--- src/hw/rtl/mmf_pkg.sv ---
`timescale 1ns / 1ps
`default_nettype none
// ============================================================================
// mmf_pkg: shared definitions of the multichannel median filter
// Field widths, parameter defaults, word layouts, controller states and the
// command bundle from the controller to the datapath.
// ============================================================================
package mmf_pkg;

   localparam int FIELDS              = 8;
   localparam int FIELD_BITS          = 12;
   localparam int WINDOW_DEFAULT      = 11;
   localparam int CHANNELS_DEFAULT    = 8;
   localparam int SAMPLE_BITS_DEFAULT = 12;
   localparam int WINDOW_MAX          = 31;
   localparam int SLOT_BITS           = $clog2(WINDOW_MAX);

   typedef logic [FIELD_BITS-1:0] field_type;

   typedef struct packed {
      field_type reading_7;
      field_type reading_6;
      field_type reading_5;
      field_type reading_4;
      field_type reading_3;
      field_type reading_2;
      field_type reading_1;
      field_type reading_0;
   } mmf_req_data_type;

   typedef struct packed {
      field_type median_7;
      field_type median_6;
      field_type median_5;
      field_type median_4;
      field_type median_3;
      field_type median_2;
      field_type median_1;
      field_type median_0;
   } mmf_rsp_data_type;

   typedef enum logic [2:0] {
      ST_IDLE,
      ST_LOAD,
      ST_SCAN,
      ST_DRAIN,
      ST_FINISH
   } mmf_state_type;

   // The datapath's work for each cycle. Read results come back in the next cycle,
   // so the datapath delays the read flags to line up with the data.
   typedef struct packed {
      logic                 wr_en;
      logic [SLOT_BITS-1:0] wr_slot;
      logic [SLOT_BITS-1:0] rd_slot;
      logic                 rd_load;
      logic                 rd_compare;
      logic                 rd_last;
      logic                 publish;
   } mmf_cmd_type;

endpackage : mmf_pkg
`default_nettype wire

--- src/hw/rtl/mmf_req_if.sv ---
`timescale 1ns / 1ps
`default_nettype none
// ============================================================================
// mmf_req_if: scan channel into the median filter
// Valid/ready handshake carrying one scan of sensor readings per word.
// ============================================================================
interface mmf_req_if;
   import mmf_pkg::*;

   logic             valid;
   logic             ready;
   mmf_req_data_type data;

   modport source (output valid, output data, input ready);
   modport sink   (input valid, input data, output ready);

endinterface : mmf_req_if
`default_nettype wire

--- src/hw/rtl/mmf_rsp_if.sv ---
`timescale 1ns / 1ps
`default_nettype none
// ============================================================================
// mmf_rsp_if: median channel out of the median filter
// Valid/ready handshake carrying one set of channel medians per word.
// ============================================================================
interface mmf_rsp_if;
   import mmf_pkg::*;

   logic             valid;
   logic             ready;
   mmf_rsp_data_type data;

   modport source (output valid, output data, input ready);
   modport sink   (input valid, input data, output ready);

endinterface : mmf_rsp_if
`default_nettype wire

--- src/hw/rtl/mmf_ram.sv ---
`timescale 1ns / 1ps
`default_nettype none
// ============================================================================
// mmf_ram: generic single-port-write, single-port-read RAM
// One write and one registered read per cycle.
// ============================================================================
module mmf_ram #(
   parameter int WIDTH = 8,
   parameter int DEPTH = 16
) (
   input  wire logic                     clock,
   input  wire logic                     wr_en,
   input  wire logic [$clog2(DEPTH)-1:0] wr_addr,
   input  wire logic [WIDTH-1:0]         wr_data,
   input  wire logic [$clog2(DEPTH)-1:0] rd_addr,
   output      logic [WIDTH-1:0]         rd_data
);

   logic [WIDTH-1:0] mem_ff [DEPTH];
   logic [WIDTH-1:0] rd_data_ff;

   always_ff @(posedge clock) begin
      if (wr_en) begin
         mem_ff[wr_addr] <= wr_data;
      end
      rd_data_ff <= mem_ff[rd_addr];
   end

   assign rd_data = rd_data_ff;

endmodule : mmf_ram
`default_nettype wire

--- src/hw/rtl/mmf_controller.sv ---
`timescale 1ns / 1ps
`default_nettype none
// ============================================================================
// mmf_controller: sequencer of the median filter
// Stores each scan, then walks every ring row as a candidate and, for each
// candidate, reads every ring row once to rank it, then offers the result.
// ============================================================================
module mmf_controller import mmf_pkg::*; #(
   parameter int WINDOW = WINDOW_DEFAULT
) (
   input  wire logic        clock,
   input  wire logic        reset,
   input  wire logic        req_valid,
   output      logic        req_ready,
   output      logic        rsp_valid,
   input  wire logic        rsp_ready,
   output      mmf_cmd_type cmd
);

   localparam int AW = $clog2(WINDOW);
   localparam logic [AW-1:0] LAST_ROW = AW'(WINDOW - 1);

   mmf_state_type state_ff, state_in;
   logic [AW-1:0] slot_ff, slot_in;
   logic [AW-1:0] cand_ff, cand_in;
   logic [AW-1:0] scan_ff, scan_in;
   logic          rsp_valid_ff, rsp_valid_in;

   // Next state and counters.
   always_comb begin
      state_in = state_ff;
      slot_in  = slot_ff;
      cand_in  = cand_ff;
      scan_in  = scan_ff;
      unique case (state_ff)
         ST_IDLE: begin
            if (req_valid) begin
               slot_in  = (slot_ff == LAST_ROW) ? '0 : slot_ff + AW'(1);
               cand_in  = '0;
               state_in = ST_LOAD;
            end
         end
         ST_LOAD: begin
            scan_in  = '0;
            state_in = ST_SCAN;
         end
         ST_SCAN: begin
            if (scan_ff == LAST_ROW) begin
               if (cand_ff == LAST_ROW) begin
                  state_in = ST_DRAIN;
               end else begin
                  cand_in  = cand_ff + AW'(1);
                  state_in = ST_LOAD;
               end
            end else begin
               scan_in = scan_ff + AW'(1);
            end
         end
         ST_DRAIN: begin
            state_in = ST_FINISH;
         end
         ST_FINISH: begin
            if (!rsp_valid_ff || rsp_ready) begin
               state_in = ST_IDLE;
            end
         end
         default: begin
            state_in = ST_IDLE;
         end
      endcase
   end

   // Outputs.
   always_comb begin
      cmd          = '0;
      req_ready    = 1'b0;
      rsp_valid_in = rsp_valid_ff && !rsp_ready;
      unique case (state_ff)
         ST_IDLE: begin
            req_ready   = 1'b1;
            cmd.wr_en   = req_valid;
            cmd.wr_slot = SLOT_BITS'(slot_ff);
         end
         ST_LOAD: begin
            cmd.rd_slot = SLOT_BITS'(cand_ff);
            cmd.rd_load = 1'b1;
         end
         ST_SCAN: begin
            cmd.rd_slot    = SLOT_BITS'(scan_ff);
            cmd.rd_compare = 1'b1;
            cmd.rd_last    = (scan_ff == LAST_ROW);
         end
         ST_DRAIN: begin
            cmd.publish = 1'b0;
         end
         ST_FINISH: begin
            if (!rsp_valid_ff || rsp_ready) begin
               cmd.publish  = 1'b1;
               rsp_valid_in = 1'b1;
            end
         end
         default: begin
            cmd = '0;
         end
      endcase
   end

   always_ff @(posedge clock) begin
      if (reset) begin
         state_ff     <= ST_IDLE;
         slot_ff      <= '0;
         cand_ff      <= '0;
         scan_ff      <= '0;
         rsp_valid_ff <= 1'b0;
      end else begin
         state_ff     <= state_in;
         slot_ff      <= slot_in;
         cand_ff      <= cand_in;
         scan_ff      <= scan_in;
         rsp_valid_ff <= rsp_valid_in;
      end
   end

   assign rsp_valid = rsp_valid_ff;

endmodule : mmf_controller
`default_nettype wire

--- src/hw/rtl/mmf_datapath.sv ---
`timescale 1ns / 1ps
`default_nettype none
// ============================================================================
// mmf_datapath: sample ring and rank counters of the median filter
// Holds the ring of scans, ranks a candidate against every row in all
// channels at once, and keeps the median and the output word.
// ============================================================================
module mmf_datapath import mmf_pkg::*; #(
   parameter int WINDOW      = WINDOW_DEFAULT,
   parameter int CHANNELS    = CHANNELS_DEFAULT,
   parameter int SAMPLE_BITS = SAMPLE_BITS_DEFAULT
) (
   input  wire logic             clock,
   input  wire logic             reset,
   input  wire mmf_cmd_type      cmd,
   input  wire mmf_req_data_type req_data,
   output      mmf_rsp_data_type rsp_data
);

   localparam int AW  = $clog2(WINDOW);
   localparam int CW  = $clog2(WINDOW + 1);
   localparam int MID = WINDOW / 2;
   localparam int RW  = CHANNELS * SAMPLE_BITS;
   localparam int EW  = FIELD_BITS + SAMPLE_BITS;

   field_type        reading [FIELDS];
   field_type        out_field [FIELDS];
   logic [RW-1:0]    wr_row;
   logic [RW-1:0]    rd_row;
   logic [AW-1:0]    wr_addr;
   logic [AW-1:0]    rd_addr;

   logic [WINDOW-1:0] row_valid_ff, row_valid_in;
   logic              rd_valid_ff, rd_valid_in;
   logic              load_ff, load_in;
   logic              compare_ff, compare_in;
   logic              last_ff, last_in;

   logic [SAMPLE_BITS-1:0] sample    [CHANNELS];
   logic [SAMPLE_BITS-1:0] cand_ff   [CHANNELS];
   logic [SAMPLE_BITS-1:0] cand_in   [CHANNELS];
   logic [SAMPLE_BITS-1:0] median_ff [CHANNELS];
   logic [SAMPLE_BITS-1:0] median_in [CHANNELS];
   logic [CW-1:0]          less_ff   [CHANNELS];
   logic [CW-1:0]          less_in   [CHANNELS];
   logic [CW-1:0]          leq_ff    [CHANNELS];
   logic [CW-1:0]          leq_in    [CHANNELS];
   logic [CW-1:0]          less_sum  [CHANNELS];
   logic [CW-1:0]          leq_sum   [CHANNELS];

   mmf_rsp_data_type rsp_data_ff, rsp_data_in;

   assign reading[0] = req_data.reading_0;
   assign reading[1] = req_data.reading_1;
   assign reading[2] = req_data.reading_2;
   assign reading[3] = req_data.reading_3;
   assign reading[4] = req_data.reading_4;
   assign reading[5] = req_data.reading_5;
   assign reading[6] = req_data.reading_6;
   assign reading[7] = req_data.reading_7;

   assign wr_addr = cmd.wr_slot[AW-1:0];
   assign rd_addr = cmd.rd_slot[AW-1:0];

   // Samples are cut or zero-extended to the stored width.
   always_comb begin
      logic [EW-1:0] ext;
      wr_row = '0;
      for (int ch = 0; ch < CHANNELS; ch++) begin
         ext = EW'(reading[ch]);
         wr_row[ch*SAMPLE_BITS +: SAMPLE_BITS] = ext[SAMPLE_BITS-1:0];
      end
   end

   mmf_ram #(
      .WIDTH (RW),
      .DEPTH (WINDOW)
   ) u_ring (
      .clock   (clock),
      .wr_en   (cmd.wr_en),
      .wr_addr (wr_addr),
      .wr_data (wr_row),
      .rd_addr (rd_addr),
      .rd_data (rd_row)
   );

   // A row that was never written reads as zero.
   always_comb begin
      row_valid_in = row_valid_ff;
      if (cmd.wr_en) begin
         row_valid_in = row_valid_ff | (WINDOW'(1) << wr_addr);
      end
      rd_valid_in = row_valid_ff[rd_addr];
      load_in     = cmd.rd_load;
      compare_in  = cmd.rd_compare;
      last_in     = cmd.rd_last;
   end

   // Rank counting: a candidate is the median when fewer than MID+1 samples
   // lie below it and more than MID lie at or below it.
   always_comb begin
      for (int ch = 0; ch < CHANNELS; ch++) begin
         sample[ch]   = rd_valid_ff ? rd_row[ch*SAMPLE_BITS +: SAMPLE_BITS] : '0;
         less_sum[ch] = less_ff[ch] + CW'(sample[ch] < cand_ff[ch]);
         leq_sum[ch]  = leq_ff[ch] + CW'(sample[ch] <= cand_ff[ch]);
         cand_in[ch]   = load_ff ? sample[ch] : cand_ff[ch];
         less_in[ch]   = less_ff[ch];
         leq_in[ch]    = leq_ff[ch];
         median_in[ch] = median_ff[ch];
         if (load_ff) begin
            less_in[ch] = '0;
            leq_in[ch]  = '0;
         end else if (compare_ff) begin
            less_in[ch] = less_sum[ch];
            leq_in[ch]  = leq_sum[ch];
            if (last_ff && (less_sum[ch] <= CW'(MID)) && (leq_sum[ch] > CW'(MID))) begin
               median_in[ch] = cand_ff[ch];
            end
         end
      end
   end

   // Output word: channels beyond CHANNELS report zero.
   always_comb begin
      logic [EW-1:0] ext;
      for (int f = 0; f < FIELDS; f++) begin
         out_field[f] = '0;
      end
      for (int ch = 0; ch < CHANNELS; ch++) begin
         ext           = EW'(median_ff[ch]);
         out_field[ch] = ext[FIELD_BITS-1:0];
      end
      rsp_data_in = rsp_data_ff;
      if (cmd.publish) begin
         rsp_data_in.median_0 = out_field[0];
         rsp_data_in.median_1 = out_field[1];
         rsp_data_in.median_2 = out_field[2];
         rsp_data_in.median_3 = out_field[3];
         rsp_data_in.median_4 = out_field[4];
         rsp_data_in.median_5 = out_field[5];
         rsp_data_in.median_6 = out_field[6];
         rsp_data_in.median_7 = out_field[7];
      end
   end

   always_ff @(posedge clock) begin
      if (reset) begin
         row_valid_ff <= '0;
         rd_valid_ff  <= 1'b0;
         load_ff      <= 1'b0;
         compare_ff   <= 1'b0;
         last_ff      <= 1'b0;
      end else begin
         row_valid_ff <= row_valid_in;
         rd_valid_ff  <= rd_valid_in;
         load_ff      <= load_in;
         compare_ff   <= compare_in;
         last_ff      <= last_in;
      end
   end

   always_ff @(posedge clock) begin
      for (int ch = 0; ch < CHANNELS; ch++) begin
         cand_ff[ch]   <= cand_in[ch];
         less_ff[ch]   <= less_in[ch];
         leq_ff[ch]    <= leq_in[ch];
         median_ff[ch] <= median_in[ch];
      end
      rsp_data_ff <= rsp_data_in;
   end

   assign rsp_data = rsp_data_ff;

endmodule : mmf_datapath
`default_nettype wire

--- src/hw/rtl/multichannel_median_filter.sv ---
`timescale 1ns / 1ps
`default_nettype none
// ============================================================================
// multichannel_median_filter: running median of eleven scans, eight channels
// Each scan word is written into a ring of the last WINDOW scans; the block
// then answers the median of every channel over the ring.
// ============================================================================
//
//   Channel  Direction  Handshake      Word contents
//   req_if   in         valid/ready    reading_0 .. reading_7, 12 bits each
//   rsp_if   out        valid/ready    median_0 .. median_7, 12 bits each
//
// A scan word is taken only while the sequencer is idle. The scan is written
// to the ring in the cycle it is taken, then every ring row is ranked against
// every row, one ring read per cycle with all channels compared in parallel.
// Each candidate row is loaded, every row is scanned against it, and after a
// drain state the result is offered; the sequencer then returns to idle, so
// no new scan is taken until the last one's result is in the output register.
// The single ring read port sets the length of the ranking pass.
// Reset is synchronous and leaves the ring reading as all zero through per-row
// valid flags, so the first medians count those zeros; no clearing pass runs.
// The result sits in an output register: a new scan is taken while the last
// result waits, and the finished median is held back until the output drains.
//
module multichannel_median_filter import mmf_pkg::*; #(
   parameter int WINDOW      = WINDOW_DEFAULT,
   parameter int CHANNELS    = CHANNELS_DEFAULT,
   parameter int SAMPLE_BITS = SAMPLE_BITS_DEFAULT
) (
   input wire logic  clock,
   input wire logic  reset,
   mmf_req_if.sink   req_if,
   mmf_rsp_if.source rsp_if
);

   // Command bundle from the sequencer into the ring and rank datapath.
   mmf_cmd_type cmd;

   // The sequencer owns the handshake, the write slot and the rank loops.
   mmf_controller #(
      .WINDOW (WINDOW)
   ) u_controller (
      .clock     (clock),
      .reset     (reset),
      .req_valid (req_if.valid),
      .req_ready (req_if.ready),
      .rsp_valid (rsp_if.valid),
      .rsp_ready (rsp_if.ready),
      .cmd       (cmd)
   );

   // The datapath holds the ring, the per-channel rank counters and the
   // output word register.
   mmf_datapath #(
      .WINDOW      (WINDOW),
      .CHANNELS    (CHANNELS),
      .SAMPLE_BITS (SAMPLE_BITS)
   ) u_datapath (
      .clock    (clock),
      .reset    (reset),
      .cmd      (cmd),
      .req_data (req_if.data),
      .rsp_data (rsp_if.data)
   );

endmodule : multichannel_median_filter
`default_nettype wire

--- src/flat_wrapper.sv ---
// flat-port wrapper written by rule: the top's interface ports become plain ports
module multichannel_median_filter_flat import mmf_pkg::*;
#(
   parameter int WINDOW      = WINDOW_DEFAULT,
   parameter int CHANNELS    = CHANNELS_DEFAULT,
   parameter int SAMPLE_BITS = SAMPLE_BITS_DEFAULT
)
  (clock, reset, req_if_valid, req_if_data, req_if_ready, rsp_if_valid, rsp_if_data, rsp_if_ready);
  mmf_req_if req_if_i ();
  mmf_rsp_if rsp_if_i ();
  input wire logic clock;
  input wire logic reset;
  input wire logic [$bits(req_if_i.valid)-1:0] req_if_valid;
  input wire logic [$bits(req_if_i.data)-1:0] req_if_data;
  output wire logic [$bits(req_if_i.ready)-1:0] req_if_ready;
  output wire logic [$bits(rsp_if_i.valid)-1:0] rsp_if_valid;
  output wire logic [$bits(rsp_if_i.data)-1:0] rsp_if_data;
  input wire logic [$bits(rsp_if_i.ready)-1:0] rsp_if_ready;
  assign req_if_i.valid = req_if_valid;
  assign req_if_i.data = req_if_data;
  assign req_if_ready = req_if_i.ready;
  assign rsp_if_valid = rsp_if_i.valid;
  assign rsp_if_data = rsp_if_i.data;
  assign rsp_if_i.ready = rsp_if_ready;
  multichannel_median_filter #(.WINDOW(WINDOW), .CHANNELS(CHANNELS), .SAMPLE_BITS(SAMPLE_BITS)) u_core (.clock(clock), .reset(reset), .req_if(req_if_i), .rsp_if(rsp_if_i));
endmodule
--- config.mk ---
export PLATFORM = sky130hd
export DESIGN_NAME = multichannel_median_filter_flat
export DESIGN_NICKNAME = d
export VERILOG_FILES = /design/src/hw/rtl/mmf_pkg.sv /design/src/hw/rtl/mmf_req_if.sv /design/src/hw/rtl/mmf_rsp_if.sv /design/src/hw/rtl/mmf_ram.sv /design/src/hw/rtl/mmf_controller.sv /design/src/hw/rtl/mmf_datapath.sv /design/src/hw/rtl/multichannel_median_filter.sv /design/src/flat_wrapper.sv
export SDC_FILE = /design/constraint.sdc
export NUM_CORES = 2
export LEC_CHECK = 0
export BUFFER_PORTS_ARGS = -buffer_cell sky130_fd_sc_hd__buf_2
export CAP_MARGIN = 25
export CORE_ASPECT_RATIO = 1.25
export CORE_MARGIN = 5
export CORE_UTILIZATION = 62
export DETAILED_ROUTE_END_ITERATION = 8
export GPL_ROUTABILITY_DRIVEN = 0
export PLACE_DENSITY = 0.79
export SYNTH_ARGS = -nofsm -noshare
export SYNTH_HDL_FRONTEND = slang
export SYNTH_HIERARCHICAL = 1
export SYNTH_SLANG_ARGS = --single-unit
export TNS_END_PERCENT = 10
--- constraint.sdc ---
create_clock -name clock -period 11.7 [get_ports clock]
set_input_delay 2.34 -clock clock [delete_from_list [all_inputs] [get_ports clock]]
set_output_delay 2.34 -clock clock [all_outputs]
set_load 0.05 [all_outputs]
==> metrics.log <==
INFO  metric powerDensity = 173 nW/um2
INFO  metric syn-mean-instance-area = 17.0 um2
INFO  metric htree_num_levels = 4
INFO  metric ctsRootBufferMaster = sky130_fd_sc_hd__clkbuf_16
INFO  metric cpPeakStageDelay = 0.76 ns
INFO  metric drv_slew = 0
INFO  metric critical_path.n_buffers_inverters = 4
INFO  metric port-buffer-count = 197
INFO  metric switching_power = 2.46 mW
INFO  metric critical-path-slowest-cell = sky130_fd_sc_hd__buf_4
INFO  metric clock_insertion_delay_worst_skew = 0.76 ns
INFO  metric layout.core_utilization = 70.0%
INFO  metric vias = 31000
INFO  metric status = finished, final reports clean
INFO  metric critical_r2r_launch = u_core/u_controller/state_ff[0]
INFO  metric internal_power = 9.12 mW
INFO  metric worst_hold_path_type = flip-flop to flip-flop
INFO  metric drt-pass1-iter-count = 5
INFO  metric worst-path-stages = 7
INFO  metric clk_transition_reported_paths = 0.06 ns
INFO  metric drv.max_cap_violation_count = 0
INFO  metric die_x = 288 um
INFO  metric post_drt_wl_per_cell = 23.9 um
INFO  metric post_route_fraction_of_the_period_consumed_by_the_critical_path = 46.6%
INFO  metric post_synth_instance_area = 59800 um2
INFO  metric clock_path_buffers = 3
INFO  metric post-dp-hpwl = 71.7 mm
INFO  metric core_area = 95800 um2
INFO  metric sequential_group_share_of_total_power = 54.0%
INFO  metric irDropWorstVdd = 147 uV
INFO  metric total_leakage_power = 22.8 nW
INFO  metric crit_type = primary input to flip-flop
INFO  metric area_delta_synth_final = 12.1%
INFO  metric crit_path_start = req_if_valid
INFO  metric post_cts_setup_inserts = 0
INFO  metric critical_path.most_common_cell = sky130_fd_sc_hd__buf_4
INFO  metric timing.setup.tns = 0 ns
INFO  metric critical_path.top_delay_family = buffers and inverters
INFO  metric crit_path_end = u_core/u_datapath/u_ring/mem_ff[5][15]
INFO  metric worst_setup_path_start_kind = primary input
INFO  metric routed_via_density = 6.00
INFO  metric drt_drc_violations_left = 0
INFO  metric cts_sinks = 1535
INFO  metric worst-path-max-fanout = 49
INFO  metric slew_headroom = 25.8%
INFO  metric report.final.hold_viol_count = 0
INFO  metric globalRoute.totalOverflow = 0
INFO  metric clock_period_minus_final_worst_setup_slack = 5.45 ns
INFO  metric final_antenna_net_count = 0
INFO  metric element_type_at_the_critical_path_end = flip-flop
INFO  metric post_dp_cell_area = 62100 um2
INFO  metric grt_max_degree = 152
INFO  metric synthesis.nets = 3746
INFO  metric antenna_found_initial = 37
INFO  metric ctsResizeCount = 0
INFO  metric route.final.wire_length = 124 mm
INFO  metric clock_tree_from_tritoncts = built
INFO  metric synthesis.yosys.warnings = 6
INFO  metric timing.clock.skew = 0.0255 ns
INFO  metric p_clk_share = 40.8%
INFO  metric cp_data_arrival_time = 5.82 ns
INFO  metric std_cell_rows = 127
INFO  metric cts_buffer_count = 145
INFO  metric timing.fmax = 0.184 GHz
INFO  metric tightest_slew = 1.11 ns
INFO  metric die_h = 357 um
INFO  metric drive_gt1_share = 19.3%
INFO  metric grt_pass1_wl = 187 mm
INFO  metric initial_core_util = 62.4%
INFO  metric nNetsFinal = 3971
INFO  metric globalRouteTotalUtil = 24.1%
INFO  metric count_of_boundary_i_o_pins = 198
INFO  metric cts_hold_buffers = 0
INFO  metric worst_hold_path.num_cells = 0
INFO  metric cells_after_synthesis = 3514
INFO  metric layout.cell_area.non_filler = 67000 um2
INFO  metric detailedRoute.firstIterationViolations = 2923
INFO  metric rr_endpoint = u_core/u_datapath/u_ring/rd_data[33]
INFO  metric switching_share = 21.2%
INFO  metric via_count_of_the_first_global_routing_pass = 31300
INFO  metric reg2reg_slack = 6.44 ns
INFO  metric worstPathRequired = 12.07 ns
INFO  metric unrepaired_setup_endpoints_after_global_routing = false
INFO  metric power.combinational.fraction = 5.2%
INFO  metric critical_path.cell_chain = buf_2, or4b_2, inv_1, nand3b_1, nor2_4, buf_4, buf_4
INFO  metric worst-r2r-cell-count = 9
INFO  metric dieArea = 103000 um2
INFO  metric timing.final.setup_violations = 0
## power by group through the flow
stage          sequential [mW]  clock, mW  combinational (mW)
2_1_floorplan             6.34          0               0.384
3_3_place_gp              6.35          0               0.567
3_5_place_dp              6.36          0               0.594
4_1_cts                   6.25       4.80               0.604
5_1_grt                   6.27       5.04               0.672
6_report                  6.25       4.72               0.604
## placed cells by master, fill, tap and decap left out, types with 98 or more instances in the layout
| master | instances |
|---|---|
| sky130_fd_sc_hd__mux2i_1 | 227 |
| sky130_fd_sc_hd__nand2b_1 | 98 |
| sky130_fd_sc_hd__dfxtp_1 | 188 |
| sky130_fd_sc_hd__ha_1 | 132 |
| sky130_fd_sc_hd__edfxtp_1 | 1344 |
| sky130_fd_sc_hd__o22ai_1 | 102 |
| sky130_fd_sc_hd__buf_2 | 197 |
| sky130_fd_sc_hd__clkbuf_16 | 150 |
| sky130_fd_sc_hd__nor2_1 | 98 |
| sky130_fd_sc_hd__mux2_2 | 205 |
| sky130_fd_sc_hd__inv_1 | 110 |
| sky130_fd_sc_hd__a22o_1 | 99 |
## layout make-up
| type | count | area [um2] |
|---|---|---|
| Fill cell | 5922 | 28800 |
| Antenna cell | 18 | 45.0 |
| Inverter | 110 | 413 |
| Sequential cell | 1535 | 44200 |
| Clock inverter | 74 | 807 |
| Clock buffer | 198 | 4050 |
| Timing Repair Buffer | 248 | 1450 |
| Tap cell | 1290 | 1610 |
| Multi-Input combinational cell | 1699 | 14500 |
## flip-flops by register name, summed over array words and instances, names as in the netlist, 3 cells and up
| register | flops |
|---|---|
| u_core/u_datapath/u_ring/mem_ff | 1056 |
| u_core/u_datapath/cand_ff | 96 |
| u_core/u_datapath/median_ff | 96 |
| u_core/u_datapath/rsp_data | 96 |
| u_core/u_datapath/u_ring/rd_data | 96 |
| u_core/u_datapath/leq_ff | 32 |
| u_core/u_datapath/less_ff | 32 |
| u_core/u_datapath/row_valid_ff | 11 |
| u_core/u_controller/cand_ff | 4 |
| u_core/u_controller/scan_ff | 4 |
| u_core/u_controller/slot_ff | 4 |
| u_core/u_controller/state_ff | 3 |
## worst reg2reg max path: stages (launching register included)
cell	delay (ns)
sky130_fd_sc_hd__dfxtp_1	0.44
sky130_fd_sc_hd__nor3b_1	0.77
sky130_fd_sc_hd__nand2_1	0.21
sky130_fd_sc_hd__o21ai_4	0.09
sky130_fd_sc_hd__buf_4	0.78
sky130_fd_sc_hd__buf_12	0.71
sky130_fd_sc_hd__buf_4	1.24
sky130_fd_sc_hd__mux2_1	0.46
sky130_fd_sc_hd__o211ai_1	0.18
sky130_fd_sc_hd__o31ai_1	0.19
## how the worst min path moves through the flow
stage / from / endpoint / slack (ns)
finish: u_core/u_datapath/median_ff[0][18] / u_core/u_datapath/rsp_data[18] / 0.42
global route: u_core/u_datapath/median_ff[0][26] / u_core/u_datapath/rsp_data[26] / 0.42
CTS: u_core/u_datapath/median_ff[0][26] / u_core/u_datapath/rsp_data[26] / 0.42
detailed placement: u_core/u_datapath/median_ff[0][12] / u_core/u_datapath/rsp_data[12] / 0.40
global placement: u_core/u_datapath/median_ff[1][21] / u_core/u_datapath/rsp_data[69] / 0.40
floorplan: u_core/u_datapath/median_ff[0][0] / u_core/u_datapath/rsp_data[0] / 0.40
## routing by layer
layer | track usage, % | vias to the layer above | wire length (um)
met3 | 5.91 | 221 | 10300
met2 | 38.6 | 1120 | 59600
met5 | 0 | - | 103
met1 | 33.3 | 15600 | 50800
met4 | 7.33 | 16 | 2950
li1 | - | 14100 | -
## stage by stage
stage	std cells	power, mW	worst slack (ns)	hold WS, ns
2_1_floorplan	3514	6.72	0.881	0.400
3_5_place_dp	4881	6.96	5.48	0.405
6_report	5172	11.6	6.25	0.415
5_1_grt	5160	12.0	6.14	0.418
4_1_cts	5153	11.7	6.28	0.417
3_3_place_gp	4879	6.92	5.41	0.400
No activity file was read; power rests on OpenSTA's default activity.
